<file path="src/hdl/mid_side_stem_crossfade_unit_macros.svh">
// Assertion macros shared by the mid/side stem crossfade modules.
`ifndef MID_SIDE_STEM_CROSSFADE_UNIT_MACROS_SVH
`define MID_SIDE_STEM_CROSSFADE_UNIT_MACROS_SVH

// The consequent holds in the same cycle as the antecedent.
`define MSSC_ASSERT_SAME(name, ante, cons) \
  name: assert property (@(posedge clk) disable iff (rst) (ante) |-> (cons)) \
    else $error("mssc assertion failed");

// The consequent holds in the cycle after the antecedent.
`define MSSC_ASSERT_NEXT(name, ante, cons) \
  name: assert property (@(posedge clk) disable iff (rst) (ante) |=> (cons)) \
    else $error("mssc assertion failed");

`endif

</file>
<file path="src/hdl/mssc_pkg.sv">
// Types and constants shared by the mid/side stem crossfade modules.
package mssc_pkg;

  localparam int CFG_IDX_W  = 1;
  localparam int CFG_DATA_W = 16;
  localparam int CFG_LEN_W  = 13;
  localparam int CFG_INC_W  = 16;

  localparam logic [CFG_IDX_W-1:0] REG_FRAMES_PER_BLOCK = 1'b0;
  localparam logic [CFG_IDX_W-1:0] REG_RAMP_INCREMENT   = 1'b1;

  localparam logic [CFG_LEN_W-1:0] FRAMES_PER_BLOCK_RESET = 13'd512;
  localparam logic [CFG_INC_W-1:0] RAMP_INCREMENT_RESET   = 16'd64;

  typedef enum logic [2:0] {
    ST_IDLE,
    ST_MUL1,
    ST_MUL2,
    ST_MUL3,
    ST_MUL4,
    ST_FIN
  } mssc_state_t;

  typedef enum logic [2:0] {
    OP_NONE,
    OP_VOCAL_L,
    OP_VOCAL_R,
    OP_INSTR_L,
    OP_INSTR_R
  } mssc_op_t;

  typedef struct packed {
    logic     load;
    mssc_op_t op;
    logic     finish;
  } mssc_cmd_t;

endpackage

</file>
<file path="src/hdl/mssc_if.sv">
// Stream interfaces for input frames and processed result frames.
interface mssc_frame_if #(parameter int SAMPLE_BITS = 24) ();
  logic                          valid;
  logic                          ready;
  logic signed [SAMPLE_BITS-1:0] left_in;
  logic signed [SAMPLE_BITS-1:0] right_in;
  logic                          vocal_on;
  logic                          instrumental_on;

  modport source (output valid, output left_in, output right_in, output vocal_on,
                  output instrumental_on, input ready);
  modport sink (input valid, input left_in, input right_in, input vocal_on,
                input instrumental_on, output ready);
endinterface

interface mssc_result_if #(parameter int SAMPLE_BITS = 24) ();
  logic                          valid;
  logic                          ready;
  logic signed [SAMPLE_BITS-1:0] left_out;
  logic signed [SAMPLE_BITS-1:0] right_out;
  logic                          block_end;

  modport source (output valid, output left_out, output right_out, output block_end,
                  input ready);
  modport sink (input valid, input left_out, input right_out, input block_end,
                output ready);
endinterface

</file>
<file path="src/hdl/mssc_ctrl.sv">
// Sequencer that steps one frame through the shared multiplier and owns the handshakes.
`include "mid_side_stem_crossfade_unit_macros.svh"

module mssc_ctrl (
  input  logic                clk,
  input  logic                rst,
  input  logic                in_valid,
  output logic                in_ready,
  output logic                out_valid,
  input  logic                out_ready,
  output mssc_pkg::mssc_cmd_t cmd
);
  import mssc_pkg::*;

  mssc_state_t state;
  mssc_state_t state_next;
  logic        out_valid_next;

  always_ff @(posedge clk) begin
    if (rst) begin
      state     <= ST_IDLE;
      out_valid <= 1'b0;
    end else begin
      state     <= state_next;
      out_valid <= out_valid_next;
    end
  end

  always_comb begin
    state_next = state;
    in_ready   = 1'b0;
    cmd.load   = 1'b0;
    cmd.op     = OP_NONE;
    cmd.finish = 1'b0;
    unique case (state)
      ST_IDLE: begin
        in_ready = 1'b1;
        if (in_valid) begin
          cmd.load   = 1'b1;
          state_next = ST_MUL1;
        end
      end
      ST_MUL1: begin
        cmd.op     = OP_VOCAL_L;
        state_next = ST_MUL2;
      end
      ST_MUL2: begin
        cmd.op     = OP_VOCAL_R;
        state_next = ST_MUL3;
      end
      ST_MUL3: begin
        cmd.op     = OP_INSTR_L;
        state_next = ST_MUL4;
      end
      ST_MUL4: begin
        cmd.op     = OP_INSTR_R;
        state_next = ST_FIN;
      end
      ST_FIN: begin
        if (!out_valid || out_ready) begin
          cmd.finish = 1'b1;
          state_next = ST_IDLE;
        end
      end
      default: begin
        state_next = ST_IDLE;
      end
    endcase
    out_valid_next = cmd.finish ? 1'b1 : (out_ready ? 1'b0 : out_valid);
  end

  `MSSC_ASSERT_NEXT(a_finish_shows_result, cmd.finish, out_valid)
  `MSSC_ASSERT_NEXT(a_pending_result_holds, state == ST_FIN && out_valid && !out_ready, state == ST_FIN)
  `MSSC_ASSERT_NEXT(a_load_starts_vocal, cmd.load, cmd.op == OP_VOCAL_L)

endmodule

</file>
<file path="src/hdl/mssc_dp.sv">
// Datapath: configuration, gain ramps, block position and the shared blend multiplier.
`include "mid_side_stem_crossfade_unit_macros.svh"

module mssc_dp #(
  parameter int SAMPLE_BITS      = 24,
  parameter int GAIN_FRAC_BITS   = 15,
  parameter int MAX_BLOCK_FRAMES = 4096
) (
  input  logic                                clk,
  input  logic                                rst,
  input  logic                                cfg_we,
  input  logic [mssc_pkg::CFG_IDX_W-1:0]      cfg_index,
  input  logic [mssc_pkg::CFG_DATA_W-1:0]     cfg_data,
  input  mssc_pkg::mssc_cmd_t                 cmd,
  input  logic signed [SAMPLE_BITS-1:0]       left_in,
  input  logic signed [SAMPLE_BITS-1:0]       right_in,
  input  logic                                vocal_on,
  input  logic                                instrumental_on,
  output logic signed [SAMPLE_BITS-1:0]       left_out,
  output logic signed [SAMPLE_BITS-1:0]       right_out,
  output logic                                block_end
);
  import mssc_pkg::*;

  localparam int AW    = SAMPLE_BITS + 3;
  localparam int GW    = GAIN_FRAC_BITS + 1;
  localparam int PW    = AW + GW + 1;
  localparam int SHIFT = GAIN_FRAC_BITS + 1;
  localparam int RW    = ((GW > CFG_INC_W) ? GW : CFG_INC_W) + 1;
  localparam int POS_W = (MAX_BLOCK_FRAMES > 1) ? $clog2(MAX_BLOCK_FRAMES) : 1;
  localparam int LB    = $clog2(MAX_BLOCK_FRAMES + 1);
  localparam int CW    = ((LB > CFG_LEN_W) ? LB : CFG_LEN_W) + 1;

  localparam logic [GW-1:0]        GAIN_ONE   = {1'b1, {GAIN_FRAC_BITS{1'b0}}};
  localparam logic [CW-1:0]        LEN_MAX    = CW'(MAX_BLOCK_FRAMES);
  localparam logic signed [PW-1:0] ROUND_HALF = $signed({{(AW + 1){1'b0}}, GAIN_ONE});
  localparam logic signed [AW-1:0] SAT_MAX    = {4'b0000, {(SAMPLE_BITS - 1){1'b1}}};
  localparam logic signed [AW-1:0] SAT_MIN    = {4'b1111, {(SAMPLE_BITS - 1){1'b0}}};

  logic [CFG_LEN_W-1:0]   frames_per_block;
  logic [CFG_INC_W-1:0]   ramp_increment;
  logic [GW-1:0]          vocal_gain;
  logic [GW-1:0]          instrumental_gain;
  logic                   vocal_target;
  logic                   instrumental_target;
  logic [POS_W-1:0]       frame_position;
  logic                   last_frame;
  logic signed [AW-1:0]   left;
  logic signed [AW-1:0]   right;
  logic signed [AW-1:0]   left_mix;
  logic signed [AW-1:0]   right_mix;
  logic signed [AW-1:0]   left_res;
  logic signed [PW-1:0]   prod;

  logic                   vocal_target_next;
  logic                   instrumental_target_next;
  logic [CW-1:0]          len_eff;
  logic                   last_next;
  logic signed [AW-1:0]   mul_a;
  logic [GW-1:0]          mul_g;
  logic signed [PW-1:0]   prod_next;
  logic signed [PW-1:0]   rounded;
  logic signed [AW-1:0]   rnd;

  function automatic logic [GW-1:0] ramp_gain(input logic [GW-1:0] g, input logic tgt,
                                               input logic [CFG_INC_W-1:0] inc);
    logic [RW-1:0] up;
    up = RW'(g) + RW'(inc);
    if (tgt) begin
      ramp_gain = (up > RW'(GAIN_ONE)) ? GAIN_ONE : up[GW-1:0];
    end else begin
      ramp_gain = (RW'(g) > RW'(inc)) ? GW'(RW'(g) - RW'(inc)) : '0;
    end
  endfunction

  function automatic logic signed [SAMPLE_BITS-1:0] saturate(input logic signed [AW-1:0] v);
    logic signed [AW-1:0] c;
    c = v;
    if (v > SAT_MAX) begin
      c = SAT_MAX;
    end else if (v < SAT_MIN) begin
      c = SAT_MIN;
    end
    saturate = c[SAMPLE_BITS-1:0];
  endfunction

  always_comb begin
    vocal_target_next        = (frame_position == '0) ? vocal_on : vocal_target;
    instrumental_target_next = (frame_position == '0) ? instrumental_on : instrumental_target;
    priority if (frames_per_block == '0) begin
      len_eff = CW'(1);
    end else if (CW'(frames_per_block) > LEN_MAX) begin
      len_eff = LEN_MAX;
    end else begin
      len_eff = CW'(frames_per_block);
    end
    last_next = (CW'(frame_position) + CW'(1)) >= len_eff;
  end

  always_comb begin
    unique case (cmd.op)
      OP_VOCAL_L: begin
        mul_a = right - left;
        mul_g = vocal_gain;
      end
      OP_VOCAL_R: begin
        mul_a = left - right;
        mul_g = vocal_gain;
      end
      OP_INSTR_L: begin
        mul_a = (left - right) - (left_mix <<< 1);
        mul_g = instrumental_gain;
      end
      OP_INSTR_R: begin
        mul_a = (right - left) - (right_mix <<< 1);
        mul_g = instrumental_gain;
      end
      default: begin
        mul_a = '0;
        mul_g = '0;
      end
    endcase
    prod_next = mul_a * $signed({1'b0, mul_g});
    rounded   = (prod + ROUND_HALF) >>> SHIFT;
    rnd       = rounded[AW-1:0];
  end

  always_ff @(posedge clk) begin
    if (rst) begin
      frames_per_block    <= FRAMES_PER_BLOCK_RESET;
      ramp_increment      <= RAMP_INCREMENT_RESET;
      vocal_gain          <= '0;
      instrumental_gain   <= '0;
      vocal_target        <= 1'b0;
      instrumental_target <= 1'b0;
      frame_position      <= '0;
    end else begin
      if (cfg_we) begin
        unique case (cfg_index)
          REG_FRAMES_PER_BLOCK: frames_per_block <= cfg_data[CFG_LEN_W-1:0];
          REG_RAMP_INCREMENT:   ramp_increment   <= cfg_data[CFG_INC_W-1:0];
          default: ;
        endcase
      end
      if (cmd.load) begin
        vocal_target        <= vocal_target_next;
        instrumental_target <= instrumental_target_next;
        vocal_gain          <= ramp_gain(vocal_gain, vocal_target_next, ramp_increment);
        instrumental_gain   <= ramp_gain(instrumental_gain, instrumental_target_next,
                                         ramp_increment);
      end
      if (cmd.finish) begin
        if (last_frame) begin
          vocal_gain        <= vocal_target ? GAIN_ONE : '0;
          instrumental_gain <= instrumental_target ? GAIN_ONE : '0;
          frame_position    <= '0;
        end else begin
          frame_position    <= frame_position + POS_W'(1);
        end
      end
    end
  end

  always_ff @(posedge clk) begin
    if (cmd.op != OP_NONE) begin
      prod <= prod_next;
    end
    if (cmd.load) begin
      left       <= AW'(left_in);
      right      <= AW'(right_in);
      last_frame <= last_next;
    end
    unique case (cmd.op)
      OP_VOCAL_R: left_mix  <= left + rnd;
      OP_INSTR_L: right_mix <= right + rnd;
      OP_INSTR_R: left_res  <= left_mix + rnd;
      default: ;
    endcase
    if (cmd.finish) begin
      left_out  <= saturate(left_res);
      right_out <= saturate(right_mix + rnd);
      block_end <= last_frame;
    end
  end

  `MSSC_ASSERT_SAME(a_gain_range, 1'b1, vocal_gain <= GAIN_ONE && instrumental_gain <= GAIN_ONE)
  `MSSC_ASSERT_NEXT(a_block_wrap, cmd.finish && last_frame, frame_position == '0)

endmodule

</file>
<file path="src/hdl/mid_side_stem_crossfade_unit.sv">
// A frame is loaded, passes through four blend products that share one multiplier and
// is written to the output; no new frame is accepted until the current one finishes.
// A pending result that is not taken holds the sequencer before it writes the output.
// Reset clears gains, targets and block position and loads 512 frames and step 64.
// Top level of the mid/side stem crossfade unit.
module mid_side_stem_crossfade_unit #(
  parameter int SAMPLE_BITS      = 24,
  parameter int GAIN_FRAC_BITS   = 15,
  parameter int MAX_BLOCK_FRAMES = 4096
) (
  input  logic                            clk,
  input  logic                            rst,
  input  logic                            cfg_we,
  input  logic [mssc_pkg::CFG_IDX_W-1:0]  cfg_index,
  input  logic [mssc_pkg::CFG_DATA_W-1:0] cfg_data,
  mssc_frame_if.sink                      frame,
  mssc_result_if.source                   result
);
  import mssc_pkg::*;

  mssc_cmd_t cmd;

  mssc_ctrl u_ctrl (
    .clk       (clk),
    .rst       (rst),
    .in_valid  (frame.valid),
    .in_ready  (frame.ready),
    .out_valid (result.valid),
    .out_ready (result.ready),
    .cmd       (cmd)
  );

  mssc_dp #(
    .SAMPLE_BITS      (SAMPLE_BITS),
    .GAIN_FRAC_BITS   (GAIN_FRAC_BITS),
    .MAX_BLOCK_FRAMES (MAX_BLOCK_FRAMES)
  ) u_dp (
    .clk             (clk),
    .rst             (rst),
    .cfg_we          (cfg_we),
    .cfg_index       (cfg_index),
    .cfg_data        (cfg_data),
    .cmd             (cmd),
    .left_in         (frame.left_in),
    .right_in        (frame.right_in),
    .vocal_on        (frame.vocal_on),
    .instrumental_on (frame.instrumental_on),
    .left_out        (result.left_out),
    .right_out       (result.right_out),
    .block_end       (result.block_end)
  );

endmodule

</file>
<file path="src/flat_wrapper.sv">
// flat-port wrapper written by rule: the top's interface ports become plain ports
module mid_side_stem_crossfade_unit_flat import mssc_pkg::*;
#(
  parameter int SAMPLE_BITS      = 24,
  parameter int GAIN_FRAC_BITS   = 15,
  parameter int MAX_BLOCK_FRAMES = 4096
)
  (clk, rst, cfg_we, cfg_index, cfg_data, frame_valid, frame_left_in, frame_right_in, frame_vocal_on, frame_instrumental_on, frame_ready, result_valid, result_left_out, result_right_out, result_block_end, result_ready);
  mssc_frame_if #(.SAMPLE_BITS(SAMPLE_BITS)) frame_i ();
  mssc_result_if #(.SAMPLE_BITS(SAMPLE_BITS)) result_i ();
  input  logic clk;
  input  logic rst;
  input  logic cfg_we;
  input  logic [mssc_pkg::CFG_IDX_W-1:0] cfg_index;
  input  logic [mssc_pkg::CFG_DATA_W-1:0] cfg_data;
  input wire logic [$bits(frame_i.valid)-1:0] frame_valid;
  input wire logic [$bits(frame_i.left_in)-1:0] frame_left_in;
  input wire logic [$bits(frame_i.right_in)-1:0] frame_right_in;
  input wire logic [$bits(frame_i.vocal_on)-1:0] frame_vocal_on;
  input wire logic [$bits(frame_i.instrumental_on)-1:0] frame_instrumental_on;
  output wire logic [$bits(frame_i.ready)-1:0] frame_ready;
  output wire logic [$bits(result_i.valid)-1:0] result_valid;
  output wire logic [$bits(result_i.left_out)-1:0] result_left_out;
  output wire logic [$bits(result_i.right_out)-1:0] result_right_out;
  output wire logic [$bits(result_i.block_end)-1:0] result_block_end;
  input wire logic [$bits(result_i.ready)-1:0] result_ready;
  assign frame_i.valid = frame_valid;
  assign frame_i.left_in = frame_left_in;
  assign frame_i.right_in = frame_right_in;
  assign frame_i.vocal_on = frame_vocal_on;
  assign frame_i.instrumental_on = frame_instrumental_on;
  assign frame_ready = frame_i.ready;
  assign result_valid = result_i.valid;
  assign result_left_out = result_i.left_out;
  assign result_right_out = result_i.right_out;
  assign result_block_end = result_i.block_end;
  assign result_i.ready = result_ready;
  mid_side_stem_crossfade_unit #(.SAMPLE_BITS(SAMPLE_BITS), .GAIN_FRAC_BITS(GAIN_FRAC_BITS), .MAX_BLOCK_FRAMES(MAX_BLOCK_FRAMES)) u_core (.clk(clk), .rst(rst), .cfg_we(cfg_we), .cfg_index(cfg_index), .cfg_data(cfg_data), .frame(frame_i), .result(result_i));
endmodule
</file>
<file path="config.mk">
export PLATFORM = sky130hd
export DESIGN_NAME = mid_side_stem_crossfade_unit_flat
export DESIGN_NICKNAME = d
export VERILOG_FILES = /design/src/hdl/mssc_pkg.sv /design/src/hdl/mssc_if.sv /design/src/hdl/mssc_ctrl.sv /design/src/hdl/mssc_dp.sv /design/src/hdl/mid_side_stem_crossfade_unit.sv /design/src/flat_wrapper.sv
export VERILOG_INCLUDE_DIRS = /design/src /design/src/hdl
export SDC_FILE = /design/constraint.sdc
export NUM_CORES = 2
export LEC_CHECK = 0
export ABC_AREA = 1
export BUFFER_PORTS_ARGS = -buffer_cell sky130_fd_sc_hd__buf_2
export CORE_MARGIN = 1.5
export CORE_UTILIZATION = 45
export CTS_BUF_LIST = sky130_fd_sc_hd__clkbuf_4 sky130_fd_sc_hd__clkbuf_8
export DETAILED_ROUTE_END_ITERATION = 12
export SYNTH_ARGS = -nofsm -noshare
export SYNTH_HDL_FRONTEND = slang
export SYNTH_SLANG_ARGS = --single-unit
</file>
<file path="constraint.sdc">
create_clock -name clk -period 11 [get_ports clk]
set_input_delay 1.1 -clock clk [delete_from_list [all_inputs] [get_ports clk]]
set_output_delay 1.1 -clock clk [all_outputs]
set_load 0.005 [all_outputs]
</file>
==> results_tabular.tex <==
\begin{tabular}{lr}
\hline
Metric & Value \\
\hline
\multicolumn{2}{l}{\textbf{CTS}} \\
Post\_cts resized & 0 \\
Inserted Clock Buffers & 54 \\
Clock root cell & sky130\_fd\_sc\_hd\_\_clkbuf\_8 \\
CTS tree & done \\
Setup repair bufs after CTS & 0 \\
Clock-pin slew on the worst setup and hold paths & 0.06 ns \\
Number of H-tree branching levels & 2 \\
Hold-fix buffers at CTS & 0 \\
Number of sinks handled by clock tree synthesis & 286 \\
Buffers from clock root to sink, at most & 3 \\
Skew-Pair Late Insertion Delay & 0.70 ns \\
\multicolumn{2}{l}{\textbf{Global routing}} \\
Overall overflow remaining after global route & 0 \\
Number of antenna violations at the first check in global routing & 1 \\
Maximum number of pins on one net before global-route repair & 84 \\
Total track usage & 31.5\% \\
Via count of the first global-routing pass & 38400 \\
First-pass GRT wire length & 233 mm \\
\multicolumn{2}{l}{\textbf{Setup path}} \\
Crit path from & u\_core.u\_dp.left[0]\$\_DFFE\_PP\_ \\
Crit path launch type & flip-flop \\
Nature of the critical path endpoint & flip-flop \\
Cell at the slowest stage of the critical path & sky130\_fd\_sc\_hd\_\_fa\_1 \\
Highest net fanout along the worst path & 16 \\
Critical path arrival & 10.67 ns \\
WS Path Type & reg2reg \\
Peak per-stage delay on the critical path & 0.69 ns \\
Cell repeated most along the worst path & sky130\_fd\_sc\_hd\_\_nand2\_1 \\
Critical Path RT & 11.39 ns \\
Launching point of the worst reg2reg path & u\_core.u\_dp.left[0]\$\_DFFE\_PP\_ \\
\multicolumn{2}{l}{\textbf{Die}} \\
Die Y & 311 um \\
Floorplan Core Area & 93600 um\^{}2 \\
Die footprint & 96700 um\^{}2 \\
Die Span X & 311 um \\
Count of pins on the block boundary & 123 \\
Effective utilization at floorplan & 45.6\% \\
Site row count & 112 \\
\multicolumn{2}{l}{\textbf{Yosys}} \\
Fraction of registers with async set or reset after synthesis & 0\% \\
Top flip-flop cell by instance count after synthesis & sky130\_fd\_sc\_hd\_\_edfxtp\_1 \\
Syn Area/Cell & 7.45 um\^{}2 \\
Top cells by area, synth & sky130\_fd\_sc\_hd\_\_fa\_1 20\%, sky130\_fd\_sc\_hd\_\_edfxtp\_1 15\%, sky130\_fd\_sc\_hd\_\_ha\_1 11\%, sky130\_fd\_sc\_hd\_\_nand2\_1 10\%, sky130\_fd\_sc\_hd\_\_inv\_1 9.5\% \\
Area share of the largest cell type after synthesis & 19.6\% \\
Combined area of all synthesized cells & 42700 um\^{}2 \\
Number of synthesized flops with an enable pin & 207 \\
Number of warnings printed during yosys synthesis & 0 \\
Share of the yosys chip area belonging to registers & 18.3\% \\
Post-synth net total & 6599 \\
Cell type with the largest total area after synthesis & sky130\_fd\_sc\_hd\_\_fa\_1 \\
Cell count after synthesis & 5725 \\
Number of register bits inferred by synthesis & 286 \\
Count of distinct cell types in the synthesized netlist & 63 \\
\multicolumn{2}{l}{\textbf{Placement}} \\
Global placement routability congestion & 1.00 \\
Count of buffers from port buffering & 122 \\
Cell count after placement & 7013 \\
Post-detailed-placement half-perimeter wirelength & 129 mm \\
\multicolumn{2}{l}{\textbf{STA}} \\
Part of the cycle the worst path needs & 93.4\% \\
Max Transition Viols Final & 0 \\
Number of failing hold endpoints at the final stage & 0 \\
Sum Neg Setup Slack & 0 ns \\
Min Clock Period, post-route & 10.27 ns \\
Clock Skews & 0.0649 ns \\
Setup-failing EPs final & 0 \\
Slew margin rel. & 18.9\% \\
Unrepaired setup endpoints after global routing & false \\
Slew at the pin with the worst max-slew slack & 1.22 ns \\
Highest clock frequency the design can meet & 97.3 MHz \\
\multicolumn{2}{l}{\textbf{Finish}} \\
Fill cell count & 9663 \\
Layout cell share with drive strength beyond 1 & 7.14\% \\
Most frequent standard cell in the layout excluding fill and tap cells & sky130\_fd\_sc\_hd\_\_nand2\_1 \\
Layout area overhead & 6.94\% \\
Commonest cells after routing, fill and taps aside & 1187 x sky130\_fd\_sc\_hd\_\_nand2\_1, 1079 x sky130\_fd\_sc\_hd\_\_inv\_1, 540 x sky130\_fd\_sc\_hd\_\_nor2\_1, 418 x sky130\_fd\_sc\_hd\_\_fa\_1, 408 x sky130\_fd\_sc\_hd\_\_a21oi\_1 \\
\# nets final & 6689 \\
Filler-free cell count of the finished design & 7112 \\
\multicolumn{2}{l}{\textbf{Drt}} \\
DR WL/cell & 21.6 um \\
Vias per cell & 5.48 \\
Iteration-0 DRC count of the detailed router & 3278 \\
Detail Route Antenna Nets & 0 \\
Vias post-DR & 39000 \\
DRC & 0 \\
Number of search-and-repair iterations in the first detailed-routing pass & 6 \\
Total length of routed wires & 154 mm \\
\multicolumn{2}{l}{\textbf{Power and ir drop}} \\
Switch Pwr & 3890 uW \\
Relative contribution of sequential cells to total power & 21.0\% \\
Static leakage & 0.0223 uW \\
Peak VDD IR & 0.0793 mV \\
Pwr per Cell Area & 161 nW/um\^{}2 \\
Switching portion of total power & 52.9\% \\
Int Pwr & 3460 uW \\
Share of total power in the clock network & 14.7\% \\
Comb power frac & 64.2\% \\
\multicolumn{2}{l}{\textbf{Run status}} \\
Status & completed \\
\multicolumn{2}{l}{\textbf{Min path}} \\
Worst Min Path Start & u\_core.u\_dp.frame\_position[11]\$\_SDFFE\_PP0P\_ \\
Path category of the worst min-delay check & reg2reg \\
\multicolumn{2}{l}{\textbf{Flow run}} \\
Max capacitance violation total & 0 \\
\hline
\end{tabular}
-- critical path: cells and delay by family, from the launching register on --
family / cells / cell delay [ns]
adders and majority gates: 9 / 4.34
buffers and inverters: 7 / 0.73
AOI/OAI and AO/OA: 2 / 0.57
DFF: 1 / 0.42
xor gates and xnor gates: 3 / 0.44
and+or+nand+nor: 20 / 3.48
-- power by group through the flow --
| stage | Combinational, uW | Clock [uW] | Sequential, uW |
|---|---|---|---|
| global route | 5170 | 1150 | 1560 |
| CTS | 4650 | 1100 | 1540 |
| global placement | 4640 | 0 | 1560 |
| floorplan | 3210 | 0 | 1510 |
| finish | 4720 | 1080 | 1550 |
| detailed placement | 4630 | 0 | 1560 |
-- worst paths after layout --
path         cells past startpoint  slack (ns)                                          end
max                             41        0.73               u_core.u_dp.prod[41]$_DFFE_PP_
min                              2        0.47  u_core.u_dp.frame_position[11]$_SDFFE_PP0P_
max reg2reg                     41        0.73               u_core.u_dp.prod[41]$_DFFE_PP_
min reg2reg                      2        0.47  u_core.u_dp.frame_position[11]$_SDFFE_PP0P_
-- metrics by stage --
| step | utilization (%) | setup WS (ns) | power [uW] | hold slack, ns | area, um^2 |
|---|---|---|---|---|---|
| global route | 48.7 | 0.0543 | 7870 | 0.493 | 45600 |
| CTS | 48.7 | 0.719 | 7300 | 0.469 | 45600 |
| floorplan | - | 1.99 | 4720 | 0.444 | 42700 |
| finish | 48.7 | 0.726 | 7350 | 0.470 | 45600 |
| detailed placement | 47.6 | 0.768 | 6190 | 0.461 | 44600 |
| global placement | 47.6 | 0.818 | 6200 | 0.456 | 44600 |
-- registers in the layout (all words and copies together) (netlist names), 3 cells and up --
name,flops
u_core.u_dp.ramp_increment,16
u_core.u_dp.right,24
u_core.u_dp.left_out,24
u_core.u_dp.left,24
u_core.u_dp.frames_per_block,13
u_core.u_dp.left_res,27
u_core.u_dp.vocal_gain,16
u_core.u_dp.left_mix,27
u_core.u_dp.instrumental_gain,16
u_core.u_dp.right_out,24
u_core.u_ctrl.state,3
u_core.u_dp.prod,28
u_core.u_dp.frame_position,12
u_core.u_dp.right_mix,27
-- kinds of logic after synthesis --
group | after synthesis | share of synthesized area, %
buf+inv | 1242 | 11.4
fa+ha+maj | 802 | 30.9
xor+xnor | 247 | 5.11
flops | 286 | 18.3
compound gates | 903 | 12.0
simple gates | 2245 | 22.3
-- synthesized netlist by cell type (6+ instances only) --
| cell type | n |
|---|---|
| sky130_fd_sc_hd__and2_1 | 10 |
| sky130_fd_sc_hd__nor3_1 | 59 |
| sky130_fd_sc_hd__edfxtp_1 | 207 |
| sky130_fd_sc_hd__nand3_2 | 7 |
| sky130_fd_sc_hd__fa_1 | 418 |
| sky130_fd_sc_hd__a21boi_0 | 16 |
| sky130_fd_sc_hd__nor2_4 | 12 |
| sky130_fd_sc_hd__nor2_1 | 542 |
| sky130_fd_sc_hd__nand3b_1 | 7 |
| sky130_fd_sc_hd__clkbuf_1 | 54 |
| sky130_fd_sc_hd__o22ai_1 | 12 |
| sky130_fd_sc_hd__inv_2 | 23 |
| sky130_fd_sc_hd__nor2_2 | 17 |
| sky130_fd_sc_hd__nand4_1 | 71 |
| sky130_fd_sc_hd__a211oi_1 | 15 |
| sky130_fd_sc_hd__o21a_1 | 22 |
| sky130_fd_sc_hd__o21bai_1 | 39 |
| sky130_fd_sc_hd__inv_1 | 1080 |
| sky130_fd_sc_hd__and3_1 | 8 |
| sky130_fd_sc_hd__o21ai_1 | 9 |
| sky130_fd_sc_hd__a31oi_1 | 29 |
| sky130_fd_sc_hd__nand3_1 | 228 |
| sky130_fd_sc_hd__o211ai_1 | 6 |
| sky130_fd_sc_hd__buf_2 | 56 |
| sky130_fd_sc_hd__o22ai_2 | 7 |
| sky130_fd_sc_hd__buf_6 | 8 |
| sky130_fd_sc_hd__nand2_1 | 1187 |
| sky130_fd_sc_hd__nand2_2 | 43 |
| sky130_fd_sc_hd__xnor2_1 | 84 |
| sky130_fd_sc_hd__dfxtp_1 | 79 |
| sky130_fd_sc_hd__a21oi_1 | 408 |
| sky130_fd_sc_hd__o21ai_0 | 268 |
| sky130_fd_sc_hd__a21o_1 | 29 |
| sky130_fd_sc_hd__o2111ai_1 | 8 |
| sky130_fd_sc_hd__ha_1 | 384 |
| sky130_fd_sc_hd__xor2_1 | 161 |
| sky130_fd_sc_hd__o221ai_1 | 9 |
| sky130_fd_sc_hd__buf_4 | 12 |
| sky130_fd_sc_hd__a221oi_1 | 7 |
| sky130_fd_sc_hd__nor4_1 | 26 |
| sky130_fd_sc_hd__or2_2 | 14 |
-- cell type report --
| cell class | count | area, um^2 | area share (%) |
|---|---|---|---|
| diodes | 1 | 2.50 | 0.00548 |
| clock inverters | 26 | 173 | 0.378 |
| well taps | 1254 | 1570 | 3.44 |
| flip-flops and latches | 286 | 7800 | 17.1 |
| inverters | 1107 | 4160 | 9.12 |
| repair buffers | 169 | 963 | 2.11 |
| multi-input cells | 4197 | 30100 | 65.9 |
| clock buffers | 72 | 897 | 1.97 |
-- per-layer routing --
metal	vias to the layer above	track usage (%)	wire [um]
li1	18400	-	-
met1	18900	42.0	67300
met2	1409	51.0	69200
met3	301	4.00	9680
met4	0	14.1	7780
met5	-	0	0
Note: power is estimated with default switching activity, not from simulation.
